**src/rtl/core/arpv_pkg.sv**
```systemverilog
// Shared constants, types and codes of the audio ring playout unit.
// No dependencies.
`default_nettype none
package arpv_pkg;

  localparam int RING_AW        = 10;
  localparam int RING_DEPTH     = 1 << RING_AW;
  localparam int PACKET_SAMPLES = 32;
  localparam int PACKETS_MARGIN = 4;
  localparam int FILL_LOW       = PACKETS_MARGIN * PACKET_SAMPLES;
  localparam int FILL_HIGH      = RING_DEPTH - FILL_LOW;

  localparam int SAMPLE_W    = 16;
  localparam int ADC_W       = 12;
  localparam int DAC_W       = 10;
  localparam int METER_W     = 3;
  localparam int GAIN_W      = 24;
  localparam int SUM_W       = 32;
  localparam int VOL_W       = 16;
  localparam int TICK_W      = 10;
  localparam int METER_SHIFT = 20;
  localparam int CFG_IDX_W   = 2;

  localparam logic [VOL_W-1:0]    VOL_SILENT = 16'h8000;
  localparam logic [VOL_W-1:0]    VOL_RESET  = 16'd256;
  localparam logic [SAMPLE_W-1:0] CODE_BIAS  = 16'h8000;
  localparam logic [DAC_W-1:0]    DAC_MID    = 10'h200;
  localparam logic [METER_W-1:0]  METER_MAX  = 3'd7;

  // item function codes
  localparam logic FUNC_WRITE = 1'b0;
  localparam logic FUNC_TICK  = 1'b1;

  // configuration register indexes
  localparam logic [CFG_IDX_W-1:0] CFG_RUNNING = 2'd0;
  localparam logic [CFG_IDX_W-1:0] CFG_MUTE    = 2'd1;
  localparam logic [CFG_IDX_W-1:0] CFG_VOLUME  = 2'd2;

  typedef logic [RING_AW-1:0] ring_idx_t;

  // what the read stage hands to the scale stage for one tick
  typedef struct packed {
    logic              play;
    logic              mute;
    logic              entry_ok;
    logic              upd;
    logic [GAIN_W-1:0] new_gain;
  } tick_info_t;

endpackage
`default_nettype wire

```
**src/rtl/core/arpv_front.sv**
```systemverilog
// Read stage: ring indexes, fill check, tick counter, gain precompute, RAM access.
// Depends on arpv_pkg.
`default_nettype none
module arpv_front (
  input  wire logic                          clk,
  input  wire logic                          rst,
  input  wire logic                          item_valid,
  input  wire logic                          func,
  input  wire logic [arpv_pkg::SAMPLE_W-1:0] sample,
  input  wire logic [arpv_pkg::ADC_W-1:0]    adc_result,
  output logic                               item_ready,
  input  wire logic                          running,
  input  wire logic                          mute,
  input  wire logic [arpv_pkg::VOL_W-1:0]    volume,
  input  wire logic                          s1_take,
  output logic                               s1_valid,
  output arpv_pkg::tick_info_t               s1_info,
  output logic                               ram_we,
  output arpv_pkg::ring_idx_t                ram_waddr,
  output logic [arpv_pkg::SAMPLE_W-1:0]      ram_wdata,
  output logic                               ram_re,
  output arpv_pkg::ring_idx_t                ram_raddr
);
  import arpv_pkg::*;

  ring_idx_t         wi;
  ring_idx_t         ri;
  ring_idx_t         ri_next;
  ring_idx_t         fill;
  logic              wrapped;
  logic [TICK_W-1:0] tick_count;
  logic              en1;
  logic              acc;
  logic              wr;
  logic              tk;
  logic              skip_hi;
  logic              skip_lo;
  logic [5:0]        pot_base;
  logic [21:0]       vol_prod;
  logic [GAIN_W-1:0] new_gain;

  assign en1        = !s1_valid || s1_take;
  assign item_ready = en1 && !rst;
  assign acc        = item_valid && item_ready;
  assign wr         = acc && (func == FUNC_WRITE);
  assign tk         = acc && (func == FUNC_TICK);

  assign fill    = wi - ri;
  assign skip_hi = (fill == RING_AW'(FILL_HIGH));
  assign skip_lo = (fill > RING_AW'(FILL_LOW));
  assign ri_next = ri + RING_AW'(skip_hi) + RING_AW'(skip_lo);

  // pot = ((adc >> 4) & 0xF8) + ((adc >> 3) & 0x08), i.e. (adc[11:7] + adc[6]) << 3
  assign pot_base = {1'b0, adc_result[11:7]} + 6'(adc_result[6]);
  assign vol_prod = 22'(volume) * 22'(pot_base);
  assign new_gain = (volume == VOL_SILENT) ? '0 : GAIN_W'({vol_prod, 3'b000});

  assign ram_we    = wr;
  assign ram_waddr = wi;
  assign ram_wdata = sample;
  assign ram_re    = tk;
  assign ram_raddr = ri;

  always_ff @(posedge clk) begin
    if (rst) begin
      wi         <= '0;
      ri         <= '0;
      wrapped    <= 1'b0;
      tick_count <= '0;
      s1_valid   <= 1'b0;
    end else begin
      if (wr) begin
        wi <= wi + 1'b1;
        if (wi == '1) begin
          wrapped <= 1'b1;
        end
      end
      if (tk) begin
        tick_count <= tick_count + 1'b1;
        if (running) begin
          ri <= ri_next;
        end
      end
      if (en1) begin
        s1_valid <= tk;
      end
    end
  end

  // entries are filled in order from zero, so an unwritten entry still reads as zero
  always_ff @(posedge clk) begin
    if (tk) begin
      s1_info.play     <= running;
      s1_info.mute     <= mute;
      s1_info.entry_ok <= wrapped || (ri < wi);
      s1_info.upd      <= (tick_count == '0);
      s1_info.new_gain <= new_gain;
    end
  end

endmodule
`default_nettype wire

```
**config.mk**
```make
export PLATFORM = sky130hd
export DESIGN_NAME = arpv_front
export DESIGN_NICKNAME = d
export VERILOG_FILES = /design/src/rtl/core/arpv_pkg.sv /design/src/rtl/core/arpv_front.sv
export SDC_FILE = /design/constraint.sdc
export NUM_CORES = 1
export LEC_CHECK = 0
export BUFFER_PORTS_ARGS = -buffer_cell sky130_fd_sc_hd__buf_2
export CAP_MARGIN = 20
export CORE_MARGIN = 8
export CORE_UTILIZATION = 60
export CTS_CLUSTER_SIZE = 20
export DETAILED_ROUTE_END_ITERATION = 16
export PLACE_DENSITY = 0.86
export SYNTH_ARGS = -nofsm -noshare
export SYNTH_HDL_FRONTEND = slang
export SYNTH_SLANG_ARGS = --single-unit
```
**constraint.sdc**
```tcl
create_clock -name clk -period 7.3 [get_ports clk]
set_input_delay 0.365 -clock clk [delete_from_list [all_inputs] [get_ports clk]]
set_output_delay 0.365 -clock clk [all_outputs]
set_load 0.005 [all_outputs]
```
==> metrics.cfg <==
[outcome]
status=complete, no violations

[cells_and_area]
fillers=794
final_cell_mix=96 x inv_1, 77 x buf_2, 63 x and2_1
ff_latch_area_um2=1390
mostFrequentLayoutCell=inv_1
syn_to_final_growth_pct=9.69
insertedDiodeCount=0
drive_above_1_share_pct=13.8
nNetsFinal=882
multiInputGateArea_um2=4010

[synthesis]
ys_seq_elements=57
yosysUniqueCellTypes=49
syn_avg_cell_area_um2=8.93
synthCells=668
synth_edf_count=25
ys.flop_type=dfxtp_1
ys_async_sr_fraction_pct=0
yosys-top-cells-area=fa_1 19%, edfxtp_1 13%, dfxtp_1 11%, ha_1 9.4%, and2_1 6.6%
seq_area_frac_synth_pct=23.3
syn_area_um2=5970
yosysTopAreaCellShare_pct=19.5
yosys_warnings=0
synth_area_leader_cell=fa_1

[worst_setup_path]
slowest_stage=fa_1
crit_type=in -> reg
critPathCaptureType=register
crit_path_start_kind=input port
arrival_ps=4980
path_cells=buf_2, ha_1, nand3_1, xor2_1, buf_4, nor2b_1, fa_1, fa_1, inv_1, fa_1, inv_1, ha_1, a21oi_1, o221ai_1, a31oi_1, o21ai_0, xnor2_1, nor2_1
crit_top_cell=fa_1
crit_path_max_fanout=9
max_stage_delay_ps=550
critPathRequiredTime_ps=7370

[floorplan]
core_um2=9730
die_w_um=116
start_util_pct=61.3
rows=36
num_io_pins=119
fp.dieH_um=116
die-area_um2=13400

[cts]
cts_tree=built
post_cts_buffers=0
clock_path_buffers=2
cts_resized=0
clk_latency_ps=340
h-tree-depth=3
hold_buffers=0
numCtsBuffers=9
cts.sinks=57
cts_root_buf=clkbuf_8
clkTransAtPathRegs_ps=60

[drt]
vias=4700
wl_per_cell_um=15.1
route.detailed.drc=0
drt_wl_total_um=13100
wl_met2_um=6440
dr_wl_met3_um=790
drt_iter0_drc=304
wl_met1_um=5600
top_layer_used=met4
final_antenna_net_count=0
via_per_inst=5.43
first_pass_iters=5

[placement]
hpwl_um=10600
pre_cts_ws_ps=1550
gp_congestion=0.879
port_buffers=77

[power]
ir_worst_vdd_v=0.000108
power.density_nw_per_um2=210
p_leak_uw=0.00304

[timing]
period_share_pct=67.3
setup_violations=0
final_max_slew_viol_count=0
setup_tns_ps=0
rsz0062_at_grt=false
clock_skew_ps=9.34
max_freq_mhz=203
hold_viol=0
tightest_slew_ps=912
max_slew_margin_pct=39.0
worst_slack_ps=2390
finalCriticalPeriod_ps=4910

[grt]
grt_max_degree=36
antenna_found_initial=0
grt_usage_pct=20.7
gr-total-overflow=0
grt_pass1_wl_um=22400
grt_pass1_vias=4902

[flow_run]
maxCapViolations=0

[worst_hold_path]
min_path_type=in -> reg

[cell usage after synthesis, types with 2 or more instances]
cell type and count:
nand4_1 9, nor2_1 58, a21oi_1 28, nand2_1 28, edfxtp_1 25, nor4_1 6
a211oi_1 6, o21ai_0 16, nand4b_1 2, or3_1 8, nor3b_1 2, inv_1 96
a31oi_1 3, mux2i_1 3, buf_4 21, nor2b_1 30, nand3_1 13, o21a_1 8
o31ai_1 2, nand3b_1 2, o21bai_1 3, ha_1 45, and4_1 3, xnor2_1 16
a211o_1 2, dfxtp_1 32, xor2_1 23, fa_1 58, and2_1 63, o221ai_1 2
and3_1 7, clkbuf_1 12, a21o_1 4, nor3_1 10, nand2b_1 8
[path summary, 6_finish.rpt]
check	slack (ps)	endpoint	startpoint	cells after the start
setup reg to reg	3380	ram_raddr[6]$_SDFFE_PP0P_	ram_waddr[0]$_SDFFE_PP0P_	14
hold / removal	210	s1_info[26]$_DFFE_PP_	mute	1
setup / recovery	2390	s1_info[18]$_SDFFCE_PN0P_	adc_result[6]	18
hold reg to reg	500	tick_count[9]$_SDFFE_PP0P_	tick_count[9]$_SDFFE_PP0P_	2
[final cells by class]
type                    count  share of cell area, %
repair buffers             81                   6.35
inverters                  96                   5.51
clock inverters             5                  0.841
multi-input cells         483                   61.3
clock buffers              11                   2.16
flip-flops and latches     57                   21.3
well taps                 133                   2.54
[worst max-delay path: cells and delay by family]
| family | cells | cell delay, ps |
|---|---|---|
| compound gates | 4 | 1110 |
| xor+xnor | 2 | 700 |
| fa+ha+maj | 5 | 2090 |
| buf+inv | 4 | 480 |
| simple gates | 3 | 240 |
[flip-flops by register name, summed over array words and instances, names as in the netlist]
name / cells
tick_count: 10
s1_valid: 1
ram_raddr: 10
ram_waddr: 10
s1_info: 25
wrapped: 1
[per-layer routing]
layer / vias up / global-route usage [%]
met5: - / 0
met4: 0 / 7.69
met3: 31 / 4.17
met2: 163 / 35.7
met1: 2220 / 25.0
li1: 2286 / -
[power by group]
group          total, uW  internal, uW  switching [uW]  leakage (uW)
registers            392           384            7.61      0.000490
clock network        287           166             122     0.0000970
logic                696           296             401       0.00245
total               1380           845             530       0.00304
[logic make-up (layout without fill, tap and decap cells)]
family                   Yosys count  in the layout  synth area share [%]
AND/OR/NAND/NOR                  255            255                  23.4
buffers and inverters            130            193                  9.52
adder cells (fa/ha/maj)          103            103                  28.9
AO/OA/AOI/OAI                     80             80                  8.54
flip-flops                        57             57                  23.3
XOR/XNOR                          39             39                  5.73
multiplexers                       3              3                 0.503
other                              1              3                0.0629
[stage by stage]
stage	instances	total power (uW)	area, um^2	util [%]	hold slack, ps
floorplan	670	943	5970	-	450
global placement	847	1060	6320	65.0	466
detailed placement	848	1090	6330	65.1	484
CTS	864	1380	6530	67.1	189
global route	866	1510	6540	67.3	185
finish	866	1380	6540	67.3	207
No activity file was read; power rests on OpenSTA's default activity.
