File: src/rtl/core/arpv_pkg.sv
// Shared constants, types and codes of the audio ring playout unit.
// No dependencies.
`default_nettype none
package arpv_pkg;

  localparam int RING_AW        = 10;
  localparam int RING_DEPTH     = 1 << RING_AW;
  localparam int PACKET_SAMPLES = 32;
  localparam int PACKETS_MARGIN = 4;
  localparam int FILL_LOW       = PACKETS_MARGIN * PACKET_SAMPLES;
  localparam int FILL_HIGH      = RING_DEPTH - FILL_LOW;

  localparam int SAMPLE_W    = 16;
  localparam int ADC_W       = 12;
  localparam int DAC_W       = 10;
  localparam int METER_W     = 3;
  localparam int GAIN_W      = 24;
  localparam int SUM_W       = 32;
  localparam int VOL_W       = 16;
  localparam int TICK_W      = 10;
  localparam int METER_SHIFT = 20;
  localparam int CFG_IDX_W   = 2;

  localparam logic [VOL_W-1:0]    VOL_SILENT = 16'h8000;
  localparam logic [VOL_W-1:0]    VOL_RESET  = 16'd256;
  localparam logic [SAMPLE_W-1:0] CODE_BIAS  = 16'h8000;
  localparam logic [DAC_W-1:0]    DAC_MID    = 10'h200;
  localparam logic [METER_W-1:0]  METER_MAX  = 3'd7;

  // item function codes
  localparam logic FUNC_WRITE = 1'b0;
  localparam logic FUNC_TICK  = 1'b1;

  // configuration register indexes
  localparam logic [CFG_IDX_W-1:0] CFG_RUNNING = 2'd0;
  localparam logic [CFG_IDX_W-1:0] CFG_MUTE    = 2'd1;
  localparam logic [CFG_IDX_W-1:0] CFG_VOLUME  = 2'd2;

  typedef logic [RING_AW-1:0] ring_idx_t;

  // what the read stage hands to the scale stage for one tick
  typedef struct packed {
    logic              play;
    logic              mute;
    logic              entry_ok;
    logic              upd;
    logic [GAIN_W-1:0] new_gain;
  } tick_info_t;

endpackage
`default_nettype wire

File: src/rtl/core/arpv_back.sv
// Scale stage and output register: gain multiply, level sum, meter, gain reload.
// Depends on arpv_pkg.
`default_nettype none
module arpv_back (
  input  wire logic                          clk,
  input  wire logic                          rst,
  input  wire logic                          s1_valid,
  input  wire arpv_pkg::tick_info_t          s1_info,
  input  wire logic [arpv_pkg::SAMPLE_W-1:0] rdata,
  output logic                               s1_take,
  input  wire logic                          out_ready,
  output logic                               out_valid,
  output logic [arpv_pkg::DAC_W-1:0]         dac_code,
  output logic                               level_valid,
  output logic [arpv_pkg::METER_W-1:0]       level_meter
);
  import arpv_pkg::*;

  logic [GAIN_W-1:0]          gain;
  logic [SUM_W-1:0]           level_sum;
  logic [SUM_W-1:0]           sum_new;
  logic signed [SAMPLE_W-1:0] s;
  logic signed [SAMPLE_W:0]   sx;
  logic [SAMPLE_W:0]          mag;
  logic [SAMPLE_W:0]          add;
  logic signed [SAMPLE_W+GAIN_W:0] prod;
  logic [SUM_W-METER_SHIFT-1:0] m;
  logic [METER_W-1:0]         meter;
  logic                       en2;
  logic                       mv;
  logic [SAMPLE_W-1:0]        s2_p;
  logic [SAMPLE_W-1:0]        code;
  logic                       s2_mid;

  assign en2     = !out_valid || out_ready;
  assign s1_take = en2;
  assign mv      = s1_valid && en2;

  assign s   = s1_info.entry_ok ? rdata : '0;
  assign sx  = {s[SAMPLE_W-1], s};
  assign mag = sx[SAMPLE_W] ? (SAMPLE_W+1)'(-sx) : sx;
  assign add = s1_info.play ? mag : '0;
  assign sum_new = level_sum + SUM_W'(add);

  assign m     = sum_new[SUM_W-1:METER_SHIFT];
  assign meter = (m > (SUM_W-METER_SHIFT)'(METER_MAX)) ? METER_MAX : m[METER_W-1:0];

  assign prod = (SAMPLE_W+GAIN_W+1)'(s) * $signed({1'b0, gain});

  always_ff @(posedge clk) begin
    if (rst) begin
      out_valid <= 1'b0;
      gain      <= '0;
      level_sum <= '0;
    end else begin
      if (en2) begin
        out_valid <= s1_valid;
      end
      if (mv) begin
        if (s1_info.upd) begin
          gain      <= s1_info.new_gain;
          level_sum <= '0;
        end else begin
          level_sum <= sum_new;
        end
      end
    end
  end

  always_ff @(posedge clk) begin
    if (mv) begin
      s2_p        <= prod[31:16];
      s2_mid      <= !s1_info.play || s1_info.mute;
      level_valid <= s1_info.upd;
      level_meter <= s1_info.upd ? meter : '0;
    end
  end

  assign code     = s2_p + CODE_BIAS;
  assign dac_code = s2_mid ? DAC_MID : code[SAMPLE_W-1:SAMPLE_W-DAC_W];

endmodule
`default_nettype wire

File: config.mk
export PLATFORM = sky130hd
export DESIGN_NAME = arpv_back
export DESIGN_NICKNAME = d
export VERILOG_FILES = /design/src/rtl/core/arpv_pkg.sv /design/src/rtl/core/arpv_back.sv
export SDC_FILE = /design/constraint.sdc
export NUM_CORES = 1
export LEC_CHECK = 0
export BUFFER_PORTS_ARGS = -buffer_cell sky130_fd_sc_hd__buf_4
export CAP_MARGIN = 20
export CORE_AREA = 2 2 175 177
export CTS_BUF_LIST = sky130_fd_sc_hd__clkbuf_2 sky130_fd_sc_hd__clkbuf_4 sky130_fd_sc_hd__clkbuf_8
export CTS_CLUSTER_DIAMETER = 80
export DETAILED_ROUTE_END_ITERATION = 12
export DIE_AREA = 0 0 177 179
export PLACE_DENSITY_LB_ADDON = 0.1
export SKIP_CTS_REPAIR_TIMING = 1
export SYNTH_ARGS = -nofsm -noshare
export SYNTH_HDL_FRONTEND = slang
export SYNTH_SLANG_ARGS = --single-unit
export TNS_END_PERCENT = 20
File: constraint.sdc
create_clock -name clk -period 8.5 [get_ports clk]
set_input_delay 1.7 -clock clk [delete_from_list [all_inputs] [get_ports clk]]
set_output_delay 1.7 -clock clk [all_outputs]
set_load 0.02 [all_outputs]
==> PnR_summary.wiki <==
{| class="wikitable"
! Metric !! Value
|-
| Run status || complete, no violations
|-
| Setup repair after global routing missed its margin || no
|-
| Die extent in x || roughly 180 um
|-
| Critical path capture point type || flop
|-
| Max-slew headroom || about 35%
|-
| Share of synthesized area occupied by flip-flops and latches || 10.6%
|-
| Routability congestion estimate || around 0.86
|-
| Clock network latency to the later pin of the worst-skew pair || 0.39 ns
|-
| Number of rows created at floorplan || 64
|-
| Setup WS pre-CTS || 0.333 ns
|-
| Synth top area cells || sky130_fd_sc_hd__fa_1 38%, sky130_fd_sc_hd__ha_1 9.3%, sky130_fd_sc_hd__inv_1 8.9%
|-
| Most frequent cell on the critical path || sky130_fd_sc_hd__fa_1
|-
| Library cell occupying the most area in the post-synthesis netlist || sky130_fd_sc_hd__fa_1
|-
| Maximum buffer depth of the clock tree || 2
|-
| Series of cell instances along the critical path || buf_4, and2_1, nand2_1, fa_1, inv_1, fa_1, inv_1, fa_1, inv_1, fa_1, fa_1, inv_1, fa_1, inv_1, ha_1, a21oi_1, o31ai_1, a221oi_1, o31ai_2, buf_4, a22oi_1, a21oi_1, a21oi_1, xnor2_1
|-
| Largest net degree at the start of global routing || 110
|-
| R2r setup slk || 1.92 ns
|-
| Maximum VDD drop || approximately 0.00010 V
|-
| Area growth from synthesis to layout || 6.32%
|-
| H-tree Lvls || 3
|-
| Share of the synthesized area in the top cell type || a little under two fifths
|-
| Number of placed instances, taps included || 2150
|-
| Number of maximum-capacitance violations || 0
|-
| Clock tree from TritonCTS || built
|-
| Placeable core area || 0.0300 mm2
|-
| Routed length per instance || between 15 and 20 um
|-
| Number of warning messages in the yosys log || 0
|-
| Async set-or-reset flop fraction in the synthesized netlist || 0%
|-
| Pwr Total || approximately 1.3 mW
|-
| Number of buffers added by the clock tree synthesis step || 9
|-
| CP max FO || 42
|-
| Number of antenna violations at the first check in global routing || 0
|-
| Routed wire length || approximately 40000 um
|-
| Final setup margin || about 0.75 ns
|-
| Nature of the critical path startpoint || input port
|-
| First-pass GRT wire length || 66800 um
|-
| First DRT Iteration DRCs || 824
|-
| Summed instance area of the synthesized netlist || roughly 0.015 mm2
|-
| Max Clock Freq || about 130 MHz
|-
| Capture point of the worst reg-to-reg path || s2_p[15]
|-
| Critical path's slowest cell || sky130_fd_sc_hd__fa_1
|-
| Total negative slack || 0 ns
|-
| Pwr/cell area || between 70 and 80 mW/mm2
|-
| Clock Skews || about 0.014 ns
|-
| Footprint of the multi-input gates || 0.0116 mm2
|-
| Number of global-route vias before repair || around 12000
|-
| Cell count after synthesis || around 1800
|-
| Aggregate global-route resource usage || 27.3%
|-
| Final period demand of the worst path || a little under 8 ns
|-
| Distinct cell type count of the synthesized netlist || 68
|-
| Commonest cells in the netlist || 356 x sky130_fd_sc_hd__inv_1, 281 x sky130_fd_sc_hd__fa_1, 267 x sky130_fd_sc_hd__nand2_1
|-
| Num Clock Sinks || between 70 and 80
|-
| Period utilization || between 90% and 100%
|-
| Arrival time at the worst endpoint || 7.87 ns
|-
| Starting density of the core || between 40 and 50%
|-
| Total count of hold-check failures in the final report || 0
|-
| Commonest register cell after synthesis || sky130_fd_sc_hd__dfxtp_1
|-
| Remaining number of nets flagged by the antenna check after routing || 0
|-
| Top Ports || between 60 and 70
|-
| Chip height || approximately 180 um
|-
| Required time of the worst setup path || ~8.6 ns
|-
| Number of synthesized flops with an enable pin || 15
|-
| Post-synth net total || ~2200
|-
| Vias per Instance || roughly 5.4
|-
| Fraction of layout cells with a size suffix above 1 || under 10%
|-
| Half-perimeter wire length after placement || around 31000 um
|-
| Number of port buffers || 63
|-
| Reg area || 0.00159 mm2
|-
| Reg-to-reg startpoint || gain[14]
|-
| Slew at the pin closest to its max-slew limit || about 0.97 ns
|-
| Iteration count of the initial detailed-routing pass || 5
|-
| Cell with the most instances after synthesis || sky130_fd_sc_hd__inv_1
|-
| Seq cells post-synth || 72
|-
| Destination of the worst hold path || gain[20]
|-
| Cell leakage power || about 8.1 nW
|-
| Worst hold stages || 2
|-
| Worst setup path class || input port to flop
|-
| Worst R2R Path Depth || 20
|-
| Highest cell delay on the worst timing path || 0.57 ns
|-
| Post-Route Hold Slack || between 0.4 and 0.5 ns
|-
| Start point of the worst min-delay path || gain[20]
|-
| Root Buffer Master || sky130_fd_sc_hd__clkbuf_8
|-
| Synthesized area per cell || approximately 8.4 um2
|-
| Max-slew violation total from the final report || 0
|-
| Worst-path clk slew || about 0.080 ns
|-
| Final setup vio count || 0
|-
| Number of fill cells || about 2900
|-
| Final cell count without fillers || 2166
|-
| Number of antenna diodes || 0
|-
| DIE AREA || 0.0317 mm2
|-
| Final nets || ~2200
|-
| Worst hold path class || flop to flop
|-
| Total number of vias || between 10000 and 15000
|-
| Final routed DRC violation total || 0
|-
| Congestion Overflow GR || 0
|}
==> registers in the layout, summed over array words and instances, names as in the netlist <==
register and cells:
gain 24, level_meter 3, level_sum 32, level_valid 1
out_valid 1, s2_mid 1, s2_p 10
==> cells in the final DEF, fill, tap and decap left out, types with 36 or more instances in the layout <==
cell type                   n
sky130_fd_sc_hd__nor2_1    67
sky130_fd_sc_hd__buf_4     84
sky130_fd_sc_hd__xnor2_1   36
sky130_fd_sc_hd__ha_1     111
sky130_fd_sc_hd__dfxtp_1   57
sky130_fd_sc_hd__fa_1     281
sky130_fd_sc_hd__and3_1   160
sky130_fd_sc_hd__nand2_1  267
sky130_fd_sc_hd__a21oi_1   73
sky130_fd_sc_hd__inv_1    356
==> routing by layer <==
metal | routed length (um) | GRT usage (%)
met3 | 2490 | 4.35
met4 | 1180 | 8.78
met2 | 18500 | 45.3
met5 | 0 | 0
met1 | 17900 | 36.8
==> power breakdown <==
part / internal, mW / switching, mW
combinational: 0.222 / 0.332
sequential: 0.375 / 0.0353
clock: 0.136 / 0.151
total: 0.733 / 0.518
==> worst max-delay path by stage <==
stage	start	endpoint	slack, ns	cells after the start
after global placement	s1_info[25]	s2_p[15]	0.48	24
final	s1_info[25]	s2_p[15]	0.75	24
after floorplan	s1_info[25]	s2_p[10]	0.89	24
after CTS	s1_info[25]	s2_p[15]	0.73	24
after detailed placement	s1_info[25]	s2_p[15]	0.33	24
after global routing	s1_info[25]	s2_p[15]	0.34	22
==> worst max-delay path: cells and delay by family <==
family	cells	cell delay (ns)
and+or+nand+nor	2	0.64
adders and majority gates	7	3.32
AOI/OAI and AO/OA	7	1.35
xor gates and xnor gates	1	0.09
buffers and inverters	7	0.75
==> kinds of logic (layout without fill, tap and decap cells) <==
group,Yosys count,after routing,synth area share [%]
AND/OR/NAND/NOR,594,594,19.2
buffers and inverters,467,461,11.9
adder cells (fa/ha/maj),392,392,46.8
AO/OA/AOI/OAI,194,194,8.17
flip-flops,72,72,10.6
XOR/XNOR,53,53,3.10
multiplexers,3,3,0.200
other,1,1,0.0250
==> final cells by class <==
type	instances	share of cell area, %
Clock buffer	9	0.777
Inverter	358	8.43
Tap cell	396	3.11
Clock inverter	6	0.416
Timing Repair Buffer	88	4.43
Sequential cell	72	9.98
Multi-Input combinational cell	1237	72.9
==> metrics by stage <==
step / cell area, um2 / util, %
2_1_floorplan: 15000 / -
4_1_cts: 15900 / 53.0
3_3_place_gp: 15700 / 52.4
6_report: 15900 / 53.1
3_5_place_dp: 15700 / 52.4
5_1_grt: 15900 / 53.1
Power figures use the tool's default switching activity.
